$ cat config.mk
export PLATFORM = sky130hd
export DESIGN_NAME = macs_div
export DESIGN_NICKNAME = d
export VERILOG_FILES = /design/src/sv/macs_pkg.sv /design/src/sv/macs_div.sv
export VERILOG_INCLUDE_DIRS = /design/src /design/src/sv
export SDC_FILE = /design/constraint.sdc
export NUM_CORES = 1
export LEC_CHECK = 0
export BUFFER_PORTS_ARGS = -buffer_cell sky130_fd_sc_hd__buf_4
export CORE_MARGIN = 10
export CORE_UTILIZATION = 59
export DETAILED_ROUTE_END_ITERATION = 12
export PLACE_DENSITY = 0.81
export SYNTH_ARGS = -nofsm -noshare
export SYNTH_HDL_FRONTEND = slang
export SYNTH_SLANG_ARGS = --single-unit
$ cat constraint.sdc
create_clock -name clk -period 5.4 [get_ports clk]
set_input_delay 1.08 -clock clk [delete_from_list [all_inputs] [get_ports clk]]
set_output_delay 1.08 -clock clk [all_outputs]
set_load 0.05 [all_outputs]
$ cat src/sv/moving_average_crossover_signal_core_assert.svh
// Assertion helpers shared by the crossover core and its divider.
// Define ASSERT_OFF to compile them away.
`ifndef MOVING_AVERAGE_CROSSOVER_SIGNAL_CORE_ASSERT_SVH
`define MOVING_AVERAGE_CROSSOVER_SIGNAL_CORE_ASSERT_SVH

`ifndef ASSERT_OFF

// Property that must hold at every clock edge outside reset.
`define MACS_ASSERT(lbl, ck, rn, prop, msg) \
    lbl: assert property (@(posedge ck) disable iff (!rn) prop) else $error(msg);

// Consequent must hold in the cycle after the antecedent.
`define MACS_ASSERT_NEXT(lbl, ck, rn, ante, cons, msg) \
    lbl: assert property (@(posedge ck) disable iff (!rn) (ante) |=> (cons)) else $error(msg);

`else

`define MACS_ASSERT(lbl, ck, rn, prop, msg)
`define MACS_ASSERT_NEXT(lbl, ck, rn, ante, cons, msg)

`endif

`endif

$ cat src/sv/macs_pkg.sv
`default_nettype none

package macs_pkg;

    // Window storage and price width
    localparam int WINDOW_DEPTH = 64;
    localparam int PRICE_BITS   = 32;

    localparam int PTR_W    = $clog2(WINDOW_DEPTH);
    localparam int CNT_W    = $clog2(WINDOW_DEPTH + 1);
    localparam int PERIOD_W = 7;
    localparam int CMP_W    = (CNT_W > PERIOD_W) ? CNT_W : PERIOD_W;
    localparam int SUM_W    = PRICE_BITS + PTR_W;
    localparam int PROD_W   = SUM_W + CMP_W;

    // Q16.16 momentum; quotient magnitude has one bit less than the word
    localparam int MOM_W     = 32;
    localparam int FRAC_W    = 16;
    localparam int Q_W       = MOM_W - 1;
    localparam int SAT_SHIFT = Q_W - FRAC_W;
    localparam int SAT_W     = PROD_W + SAT_SHIFT;
    localparam int DIV_CNT_W = $clog2(Q_W + 1);

    localparam int THR_W  = 16;
    localparam int SIZE_W = 32;
    localparam int DATA_W = 32;
    localparam int IDX_W  = 2;

    localparam logic [PERIOD_W-1:0] SHORT_PERIOD_RST = PERIOD_W'(10);
    localparam logic [PERIOD_W-1:0] LONG_PERIOD_RST  = PERIOD_W'(30);
    localparam logic [THR_W-1:0]    THRESHOLD_RST    = THR_W'(1311);
    localparam logic [SIZE_W-1:0]   SIZE_RST         = SIZE_W'(65536);

    typedef enum logic [IDX_W-1:0] {
        CFG_SHORT_PERIOD = 2'd0,
        CFG_LONG_PERIOD  = 2'd1,
        CFG_THRESHOLD    = 2'd2,
        CFG_SIZE         = 2'd3
    } cfg_idx_t;

    typedef enum logic [1:0] {
        KIND_HOLD = 2'd0,
        KIND_BUY  = 2'd1,
        KIND_SELL = 2'd2
    } kind_t;

    typedef enum logic [2:0] {
        ST_IDLE,
        ST_READ,
        ST_MUL,
        ST_SUB,
        ST_START,
        ST_DIV,
        ST_EMIT
    } state_t;

    typedef struct packed {
        logic busy;
        logic done;
    } div_stat_t;

    // Long period: zero counts as one, above the window depth as the depth
    function automatic logic [CNT_W-1:0] clamp_long(input logic [PERIOD_W-1:0] p);
        logic [CNT_W-1:0] r;
        if (p == '0)
        begin
            r = CNT_W'(1);
        end
        else if (32'(p) > WINDOW_DEPTH)
        begin
            r = CNT_W'(WINDOW_DEPTH);
        end
        else
        begin
            r = CNT_W'(p);
        end
        return r;
    endfunction

    // Short period: zero counts as one
    function automatic logic [PERIOD_W-1:0] clamp_short(input logic [PERIOD_W-1:0] p);
        return (p == '0) ? PERIOD_W'(1) : p;
    endfunction

endpackage

`default_nettype wire

$ cat src/sv/macs_div.sv
`default_nettype none
`include "moving_average_crossover_signal_core_assert.svh"

module macs_div
    import macs_pkg::*;
(
    input  wire logic              clk,
    input  wire logic              rst_n,
    input  wire logic              start,
    input  wire logic [PROD_W-1:0] dividend,
    input  wire logic [PROD_W-1:0] divisor,
    output div_stat_t              stat,
    output logic      [Q_W-1:0]    quotient
);

    logic                 busy_reg, busy_next;
    logic                 done_reg, done_next;
    logic [DIV_CNT_W-1:0] cnt_reg, cnt_next;
    logic [PROD_W-1:0]    rem_reg, rem_next;
    logic [PROD_W-1:0]    d_reg, d_next;
    logic [Q_W-1:0]       bits_reg, bits_next;
    logic [Q_W-1:0]       q_reg, q_next;

    logic [PROD_W:0] trial;
    logic            take;
    logic            sat;

    always_comb
    begin
        trial = {rem_reg, bits_reg[Q_W-1]};
        take  = trial >= {1'b0, d_reg};
        // quotient would reach 2^31: clip to all ones
        sat   = SAT_W'(dividend) >= (SAT_W'(divisor) << SAT_SHIFT);

        busy_next = busy_reg;
        done_next = 1'b0;
        cnt_next  = cnt_reg;
        rem_next  = rem_reg;
        d_next    = d_reg;
        bits_next = bits_reg;
        q_next    = q_reg;

        if (start)
        begin
            d_next = divisor;
            if (sat)
            begin
                q_next    = '1;
                done_next = 1'b1;
                busy_next = 1'b0;
            end
            else
            begin
                rem_next  = PROD_W'(dividend >> SAT_SHIFT);
                bits_next = {dividend[SAT_SHIFT-1:0], FRAC_W'(0)};
                q_next    = '0;
                cnt_next  = DIV_CNT_W'(Q_W);
                busy_next = 1'b1;
            end
        end
        else if (busy_reg)
        begin
            rem_next  = take ? PROD_W'(trial - {1'b0, d_reg}) : PROD_W'(trial);
            bits_next = bits_reg << 1;
            q_next    = {q_reg[Q_W-2:0], take};
            cnt_next  = cnt_reg - DIV_CNT_W'(1);
            if (cnt_reg == DIV_CNT_W'(1))
            begin
                busy_next = 1'b0;
                done_next = 1'b1;
            end
        end
    end

    always_ff @(posedge clk or negedge rst_n)
    begin
        if (!rst_n)
        begin
            busy_reg <= 1'b0;
            done_reg <= 1'b0;
            cnt_reg  <= '0;
        end
        else
        begin
            busy_reg <= busy_next;
            done_reg <= done_next;
            cnt_reg  <= cnt_next;
        end
    end

    always_ff @(posedge clk)
    begin
        rem_reg  <= rem_next;
        d_reg    <= d_next;
        bits_reg <= bits_next;
        q_reg    <= q_next;
    end

    assign stat.busy = busy_reg;
    assign stat.done = done_reg;
    assign quotient  = q_reg;

    `MACS_ASSERT(a_rem_below_divisor, clk, rst_n, busy_reg |-> (rem_reg < d_reg), "partial remainder reached divisor")
    `MACS_ASSERT(a_no_start_when_busy, clk, rst_n, start |-> !busy_reg, "divider restarted while busy")
    `MACS_ASSERT_NEXT(a_done_single, clk, rst_n, done_reg, !done_reg, "done held longer than one cycle")

endmodule

`default_nettype wire

==> reports/qor.yml, run 1 <==
synthesis:
  synth_area_leaders: "edfxtp_1, ha_1, a21o_1"
  synthTopCellsByCount: "edfxtp_1, inv_1, a21oi_1"
  avgSynthCellArea_sq_um: 10.2
  synth_flop_cell: "edfxtp_1"
  synth.yosys.seq_area_share: 0.441
  yosysTopAreaCell: "edfxtp_1"
  syn_inst: 950
  synth_nets: 1121
  yosysUniqueCellTypes: 74
  yosysWarnings: 0
  synth-edff-count: 136
  synth_top_area_share: 0.423
  synth.most_common_cell: "edfxtp_1"
  syn_area_sq_mm: 0.00965
  ys_ff_latch: 143
  async_flop_share: 0.0490
placement:
  gp_congestion: 0.914
  portBuffers: 125
  dp_hpwl_um: 16700
power_and_ir_drop:
  peakVddDrop_v: 0.000292
  p_leak_nw: 5.26
  p_per_area_mw_per_mm2: 465
sta:
  finalHoldViolCount: 0
  max_freq_mhz: 258
  period_minus_slack_ns: 3.87
  maxSlewHeadroom: 0.356
  finalSetupTns_ns: 0
  period_share: 0.717
  worst_pin_slew_ns: 0.966
  setup_viol: 0
  slew_violations: 0
  rsz0062_at_grt: "false"
  holdWs_ns: 0.445
  final.setup_skew_ns: 0.0141
clock_network:
  cts-root-buf: "clkbuf_16"
  cts_sinks: 143
  hold_buffers: 0
  cts_tree: "done"
  insertion_delay_ns: 0.44
  cts_buffer_depth: 2
  clkTransAtPathRegs_ns: 0.08
  cts_made_buffers: 17
  postCtsSetupBuffers: 0
  ctsResizeCount: 0
  htree_num_levels: 4
die:
  start_util: 0.605
  fp-row-count: 46
  top_level_ports: 126
  die_w_um: 148
  die_y_um: 148
  die_area_sq_mm: 0.0219
  coreArea_sq_mm: 0.0159
global_route:
  grt_usage: 0.211
  grt_remaining_overflow: 0
  grt_max_degree: 89
  grt_pass1_vias: 7643
  grt_pass1_wl_um: 37900
  antenna_found_initial: 0
worst_setup_path:
  required_ns: 5.54
  crit_fanout: 44
  worstSetupPathType: "flip-flop to flip-flop"
  critPathSlowestCell: "nand3_4"
  crit_family: "compound AO/OA/AOI/OAI gates"
  worstSetupEndpointType: "flip-flop"
  critPathBufInv: 2
  max_stage_delay_ns: 0.59
  crit_chain: "inv_1 -> ha_1 -> fa_1 -> nor2b_1 -> o21bai_1 -> a31o_2 -> a21oi_2 -> o211a_1 -> o2111ai_4 -> nand3_4 -> buf_4 -> mux2i_1 -> a21oi_1"
  critPathArrivalTime_ns: 4.02
  start_kind: "flip-flop"
detailed_routing:
  drc_errors: 0
  initialDrtViolationCount: 742
  num_vias: 7600
  avgViaCountPerCell: 5.93
  ant_nets: 0
  routedWlPerCell_um: 17.9
  dr.pass1.iters: 5
  wirelength_um: 22900
hold_path:
  hold_path_class: "primary input to asynchronous set/reset pin"
finish:
  final_core_util: 0.706
  area_growth_pct: 16.7
  antennaDiodeCount: 0
  drive_above_1_share: 0.196
  nNetsFinal: 1223
flow_run:
  cap_viol_max_count: 0
run_status:
  status: "completed"
[per-stage QoR]
| stage | instances | total power, mW | setup slack [ns] | instance area (sq um) |
|---|---|---|---|---|
| floorplan | 950 | 3.58 | 0.616 | 9650 |
| global placement | 1249 | 3.94 | 1.37 | 10600 |
| detailed placement | 1249 | 3.99 | 1.34 | 10600 |
| CTS | 1281 | 5.21 | 1.53 | 11300 |
| global route | 1281 | 5.57 | 1.20 | 11300 |
| finish | 1281 | 5.23 | 1.53 | 11300 |
[cells in the final DEF, fill, tap and decap left out, drive strengths merged, types with 6 or more instances in the layout]
cell,count
nand4,27
clkbuf,17
o21bai,9
nand2,57
nand3,17
a21o,67
xnor2,25
nor3,16
a211oi,9
nor2,64
ha,77
nor4,12
buf,132
mux2i,25
o311ai,8
mux2,14
o21ai,40
or3,6
edfxtp,136
inv,108
a21oi,88
dfrtp,7
xor2,15
clkinv,8
[layer usage]
layer	track usage	wire [um]
met1	0.272	10200
met3	0.0589	1810
met4	0.0704	420
met2	0.335	10500
met5	0	0
[report_power, final]
part	total (mW)	internal [mW]	switching, mW
registers	1.59	1.47	0.121
clock network	1.20	0.628	0.568
logic	2.45	0.998	1.45
total	5.23	3.10	2.14
[path summary, 6_finish.rpt]
path                                         from                endpoint  slack [ns]  cells past startpoint
max                        bits_reg[30]$_DFFE_PP_   rem_reg[18]$_DFFE_PP_        1.53                     13
min                                         rst_n      done_reg$_DFF_PN0_        0.45                      1
max reg2reg                bits_reg[30]$_DFFE_PP_   rem_reg[18]$_DFFE_PP_        1.53                     13
min reg2reg                cnt_reg[3]$_DFFE_PN0P_  cnt_reg[3]$_DFFE_PN0P_        0.52                      1
max in group asynchronous                   rst_n  cnt_reg[4]$_DFFE_PN0P_        4.83                      1
min in group clk           cnt_reg[3]$_DFFE_PN0P_  cnt_reg[3]$_DFFE_PN0P_        0.52                      1
[final cells by class]
cell class / instances / area (sq um)
Multi-Input combinational cell: 656 / 4740
Fill cell: 1200 / 4680
Sequential cell: 143 / 4260
Timing Repair Buffer: 132 / 991
Clock buffer: 17 / 425
Inverter: 102 / 383
Tap cell: 216 / 270
Clock inverter: 15 / 190
[cells by family after synthesis]
group,after synthesis,share of synthesized area
flip-flops,143,0.441
AND/OR/NAND/NOR,232,0.122
multiplexers,39,0.0423
adder cells (fa/ha/maj),78,0.102
buffers and inverters,151,0.0687
AO/OA/AOI/OAI,267,0.187
XOR/XNOR,40,0.0363
Note: power is estimated with default switching activity, not from simulation.
==> run 2, diff against run 1 <==
Settings changed: CORE_UTILIZATION 59 to 53, PLACE_DENSITY 0.81 to 0.77.
Clock period 5.4 ns to 3.3 ns, I/O delays scaled along.
==> run 2 against run 1 <==
- total power increased by 74%
- register-to-register slack got worse by 1.4 ns
- critical path type unchanged
- critical path depth decreased by 2
==> reports/qor.yml, run 2 (synthesized netlist as in run 1, its figures left out) <==
detailed_routing:
  initialDrtViolationCount: 657
  num_vias: 7766
  avgViaCountPerCell: 5.84
  routedWlPerCell_um: 18.3
  wirelength_um: 24400
  ant_nets: 0
  drc_errors: 0
  dr.pass1.iters: 5
sta:
  finalHoldViolCount: 0
  max_freq_mhz: 312
  final.setup_skew_ns: 0.0119
  maxSlewHeadroom: 0.343
  period_share: 0.973
  worst_pin_slew_ns: 0.985
  slew_violations: 0
  setup_viol: 0
  period_minus_slack_ns: 3.21
global_route:
  use_met2: 0.316
  use_met3: 0.0642
  grt-busiest-layer: "met2"
  use_met1: 0.254
  grt_remaining_overflow: 0
  grt_max_degree: 89
  grt_pass1_wl_um: 39500
  grt_usage: 0.198
  antenna_found_initial: 0
  grt_pass1_vias: 7977
power_and_ir_drop:
  power.switching_mw: 3.64
  p_leak_nw: 5.45
  peakVddDrop_v: 0.000520
  swShare: 0.401
  comb_power_share: 0.498
  p_per_area_mw_per_mm2: 777
  p_int_mw: 5.44
  power_frac_seq: 0.287
  clock_power_share: 0.215
die:
  die_w_um: 155
  start_util: 0.537
  die_y_um: 155
  fp-row-count: 49
  top_level_ports: 126
  coreArea_sq_mm: 0.0180
  die_area_sq_mm: 0.0240
worst_setup_path:
  crit_fanout: 10
  worstSetupEndpointType: "flip-flop"
  start_kind: "flip-flop"
  worstSetupPathType: "flip-flop to flip-flop"
  required_ns: 3.48
  critPathArrivalTime_ns: 3.39
finish:
  drive_above_1_share: 0.235
  antennaDiodeCount: 0
  final_cell_mix: "buf_4, edfxtp_1, inv_1, a21oi_1, ha_1"
  final_core_util: 0.651
  nNetsFinal: 1258
  design_area_sq_mm: 0.0117
  area_growth_pct: 21.2
  fillCellCount: 1360
  mostFrequentLayoutCell: "buf_4"
clock_network:
  cts_sinks: 143
  cts_tree: "done"
  cts_buffer_depth: 2
  htree_num_levels: 4
  cts-root-buf: "clkbuf_16"
  cts_made_buffers: 17
  clkTransAtPathRegs_ns: 0.07
  insertion_delay_ns: 0.44
placement:
  portBuffers: 125
  gp_congestion: 0.907
  placed_area_sq_mm: 0.0110
  dp_hpwl_um: 17800
flow_run:
  cap_viol_max_count: 0
run_status:
  status: "completed"
hold_path:
  hold_path_class: "primary input to asynchronous set/reset pin"
run 2: cell count changes in the layout (fill, tap and decap cells not counted), sizes merged:
cell	before	now
buf	132	166
clkbuf	17	18
run 2: cell type report:
| type | instances | area [sq um] | area share |
|---|---|---|---|
| clock buffer | 17 | 425 | 0.0364 |
| sequential | 143 | 4260 | 0.364 |
| inverter | 102 | 398 | 0.0340 |
| clock inverter | 15 | 188 | 0.0160 |
| multi-input combinational | 656 | 4820 | 0.412 |
| tap | 229 | 287 | 0.0245 |
| timing repair buffer | 167 | 1330 | 0.113 |
run 2: layer usage:
layer  share of wire  wire, um
met1            0.44     10600
met2            0.46     11300
met3           0.088      2140
met4           0.012       294
met5               0         0
run 2: critical path, cell delays in order (launching register included):
cell and delay (ns):
edfxtp_1 0.40, ha_1 0.39, a21oi_1 0.27, o211ai_1 0.14, a21oi_2 0.24, a21oi_4 0.10, o211a_4 0.25, o2111ai_4 0.25
nand3_4 0.23, buf_12 0.23, or3_1 0.31, o211a_1 0.13
run 2: power groups by stage:
stage	registers (mW)	clock network (mW)	logic, mW
detailed placement	2.63	0	4.28
CTS	2.60	1.98	4.32
global placement	2.62	0	4.21
floorplan	2.60	0	3.25
global route	2.65	2.04	4.95
finish	2.61	1.95	4.52
run 2: path summary, 6_finish.rpt:
check | from | end | slack, ns | depth (start not counted)
max in group asynchronous | rst_n | cnt_reg[1]$_DFFE_PN0P_ | 3.14 | 1
hold / removal | rst_n | cnt_reg[3]$_DFFE_PN0P_ | 0.03 | 1
hold reg to reg | cnt_reg[3]$_DFFE_PN0P_ | cnt_reg[3]$_DFFE_PN0P_ | 0.52 | 1
setup reg to reg | rem_reg[6]$_DFFE_PP_ | rem_reg[21]$_DFFE_PP_ | 0.09 | 11
min in group clk | divisor[6] | d_reg[6]$_DFFE_PP_ | 0.40 | 1
setup / recovery | rem_reg[6]$_DFFE_PP_ | rem_reg[21]$_DFFE_PP_ | 0.09 | 11
run 2: stage by stage:
stage / power, mW / hold slack (ns) / setup TNS (ns) / worst slack, ns / cells
5_1_grt: 9.64 / 0.0269 / -0.162 / -0.0775 / 1329
6_report: 9.08 / 0.0253 / 0 / 0.0902 / 1329
3_5_place_dp: 6.91 / 0.478 / -0.753 / -0.0347 / 1295
2_1_floorplan: 5.86 / 0.364 / -16.96 / -0.274 / 950
3_3_place_gp: 6.84 / 0.479 / 0 / 0.0177 / 1295
4_1_cts: 8.91 / 0.00839 / 0 / 0.0603 / 1327
run 2: repair_timing:
action	in CTS	in global routing
setup buffers	0	1
gates resized for setup	0	13
setup endpoints to repair	0	36
hold buffers	0	0
==> run 3, diff against run 2 <==
Settings changed: ABC_AREA set to 1, CAP_MARGIN set to 5, CORE_UTILIZATION 53 to 54.
==> run 3 against run 2 <==
- count of clock-buffer cells in the layout stayed put
- global-route usage grew 3.5 points
- first-iteration DRC count rose by 17%
- area after synthesis grew 16%
- utilization shrank 1.3 points
- register-to-register slack better by 0.40 ns
- non-clock buffer count is 27 lower
- combinational power up 6.4%
- wire length increased by 28%
==> reports/qor.yml, run 3 <==
clock_network:
  hold_buffers: 0
  postCtsSetupBuffers: 0
  cts-root-buf: "clkbuf_16"
  cts_made_buffers: 17
  cts_sinks: 143
  ctsResizeCount: 0
  clkTransAtPathRegs_ns: 0.07
  insertion_delay_ns: 0.44
  cts_tree: "done"
  htree_num_levels: 4
  cts_buffer_depth: 2
sta:
  setup_viol: 0
  maxSlewHeadroom: 0.589
  worst_pin_slew_ns: 0.616
  slew_violations: 0
  layout_setup_ws_ns: 0.490
  finalSetupTns_ns: 0
  period_share: 0.851
  finalHoldViolCount: 0
  rsz0062_at_grt: "false"
  period_minus_slack_ns: 2.81
  final.setup_skew_ns: 0.0136
  max_freq_mhz: 356
die:
  die_y_um: 164
  start_util: 0.550
  die_w_um: 164
  top_level_ports: 126
  coreArea_sq_mm: 0.0203
  die_area_sq_mm: 0.0268
  fp-row-count: 52
worst_setup_path:
  critPathArrivalTime_ns: 2.99
  start_kind: "flip-flop"
  max_stage_delay_ns: 0.43
  worstSetupEndpointType: "flip-flop"
  required_ns: 3.48
  crit_family: "simple AND/OR/NAND/NOR gates"
  crit_path_start: "d_reg[0]$_DFFE_PP_"
  critPathBufInv: 1
  worstSetupPathType: "flip-flop to flip-flop"
  crit-reg2reg-launch: "d_reg[0]$_DFFE_PP_"
  critPathSlowestCell: "fa_1"
  crit_chain: "ha_1 -> fa_1 -> nor2_2 -> nand2_1 -> nand3_2 -> nand2_1 -> nand2_2 -> nand2_1 -> nand4_4 -> buf_4 -> nand2_1 -> nand3_1 -> nand2_1"
  crit_fanout: 21
  cp_common_cell: "nand2_1"
finish:
  final_cell_mix: "nand2_1, inv_1, buf_4, edfxtp_1, nand3_1"
  nNetsFinal: 1921
  area_growth_pct: 16.2
  mostFrequentLayoutCell: "nand2_1"
  drive_above_1_share: 0.118
  antennaDiodeCount: 0
synthesis:
  synth_top_area_share: 0.366
  yosysTopAreaCell: "edfxtp_1"
  synth-edff-count: 136
  ys_ff_latch: 143
  yosysWarnings: 0
  synth_area_leaders: "edfxtp_1, nand2_1, inv_1"
  avgSynthCellArea_sq_um: 6.87
  synth_flop_cell: "edfxtp_1"
  synthTopCellsByCount: "nand2_1, inv_1, edfxtp_1"
  yosysUniqueCellTypes: 35
  syn_inst: 1625
  synth.yosys.seq_area_share: 0.382
  syn_area_sq_mm: 0.0112
  synth.most_common_cell: "nand2_1"
  async_flop_share: 0.0490
  synth_nets: 1796
detailed_routing:
  top_layer: "met4"
  drc_errors: 0
  drt-met1-wl_um: 14100
  detailroute.wirelength.met3_um: 2630
  initialDrtViolationCount: 770
  avgViaCountPerCell: 5.08
  routedWlPerCell_um: 15.4
  ant_nets: 0
  dr.pass1.iters: 5
  num_vias: 10300
  wl_met2_um: 14100
  wirelength_um: 31200
global_route:
  grt_remaining_overflow: 0
  grt_usage: 0.234
  grt_pass1_vias: 9920
  grt_max_degree: 58
  grt_pass1_wl_um: 50100
  antenna_found_initial: 0
power_and_ir_drop:
  p_int_mw: 5.08
  totalPowerFinal_mw: 9.38
  peakVddDrop_v: 0.000415
  p_leak_nw: 7.32
  comb_power_share: 0.513
  power.switching_mw: 4.30
  clock_power_share: 0.212
  swShare: 0.458
  p_per_area_mw_per_mm2: 724
  power_frac_seq: 0.275
placement:
  portBuffers: 125
  dp_hpwl_um: 24400
  gp_congestion: 1.01
  pre_cts_ws_ns: 0.253
flow_run:
  cap_viol_max_count: 0
run_status:
  status: "completed"
hold_path:
  hold_path_class: "primary input to asynchronous set/reset pin"
run 3: cell count changes after synthesis, sizes merged, moves of 30 or more:
cell,previous run,this run
inv,102,328
a21o,67,2
nand3,17,124
nor2,64,136
a21oi,88,46
nand2,57,655
o21ai,40,10
run 3: path summary, 6_finish.rpt:
kind | slack (ns) | endpoint | cells past startpoint
worst max-delay path | 0.49 | rem_reg[17]$_DFFE_PP_ | 13
worst min-delay path | 0.02 | cnt_reg[1]$_DFFE_PN0P_ | 1
worst max register to register | 0.49 | rem_reg[17]$_DFFE_PP_ | 13
worst min register to register | 0.51 | cnt_reg[1]$_DFFE_PN0P_ | 2
max in group asynchronous | 3.14 | cnt_reg[4]$_DFFE_PN0P_ | 1
min in group clk | 0.41 | d_reg[7]$_DFFE_PP_ | 1
run 3: logic make-up (layout without fill, tap and decap cells):
group / count (synthesis) / in the layout / share of synthesized area
AND/OR/NAND/NOR: 964 / 964 / 0.359
buffers and inverters: 362 / 500 / 0.130
flip-flops: 143 / 143 / 0.382
adder cells (fa/ha/maj): 78 / 78 / 0.0881
AO/OA/AOI/OAI: 63 / 63 / 0.0302
XOR/XNOR: 15 / 15 / 0.0118
run 3: layer usage:
metal	vias to the layer above	track usage
met1	4672	0.319
li1	5266	-
met5	-	0
met3	34	0.0533
met4	0	0.0487
met2	356	0.372
run 3: area by class of cell:
type	instances	area, sq um
tap	270	338
sequential	143	4260
fill	1905	7330
clock inverter	15	188
inverter	328	1230
timing repair buffer	140	1060
multi-input combinational	1120	5460
clock buffer	17	425
run 3: through the flow:
step	utilization	instances	cell area (sq um)	hold slack, ns
2_1_floorplan	-	1625	11200	0.364
4_1_cts	0.639	2033	13000	0.0231
6_report	0.639	2033	13000	0.0249
3_5_place_dp	0.608	2001	12400	0.479
3_3_place_gp	0.608	2001	12400	0.480
5_1_grt	0.639	2033	13000	0.0122
run 3: power groups by stage:
| stage | registers (mW) | logic, mW | clock network (mW) |
|---|---|---|---|
| global placement | 2.59 | 4.62 | 0 |
| global route | 2.61 | 5.43 | 2.08 |
| floorplan | 2.58 | 3.60 | 0 |
| detailed placement | 2.61 | 4.70 | 0 |
| finish | 2.58 | 4.81 | 1.99 |
| CTS | 2.58 | 4.74 | 2.01 |
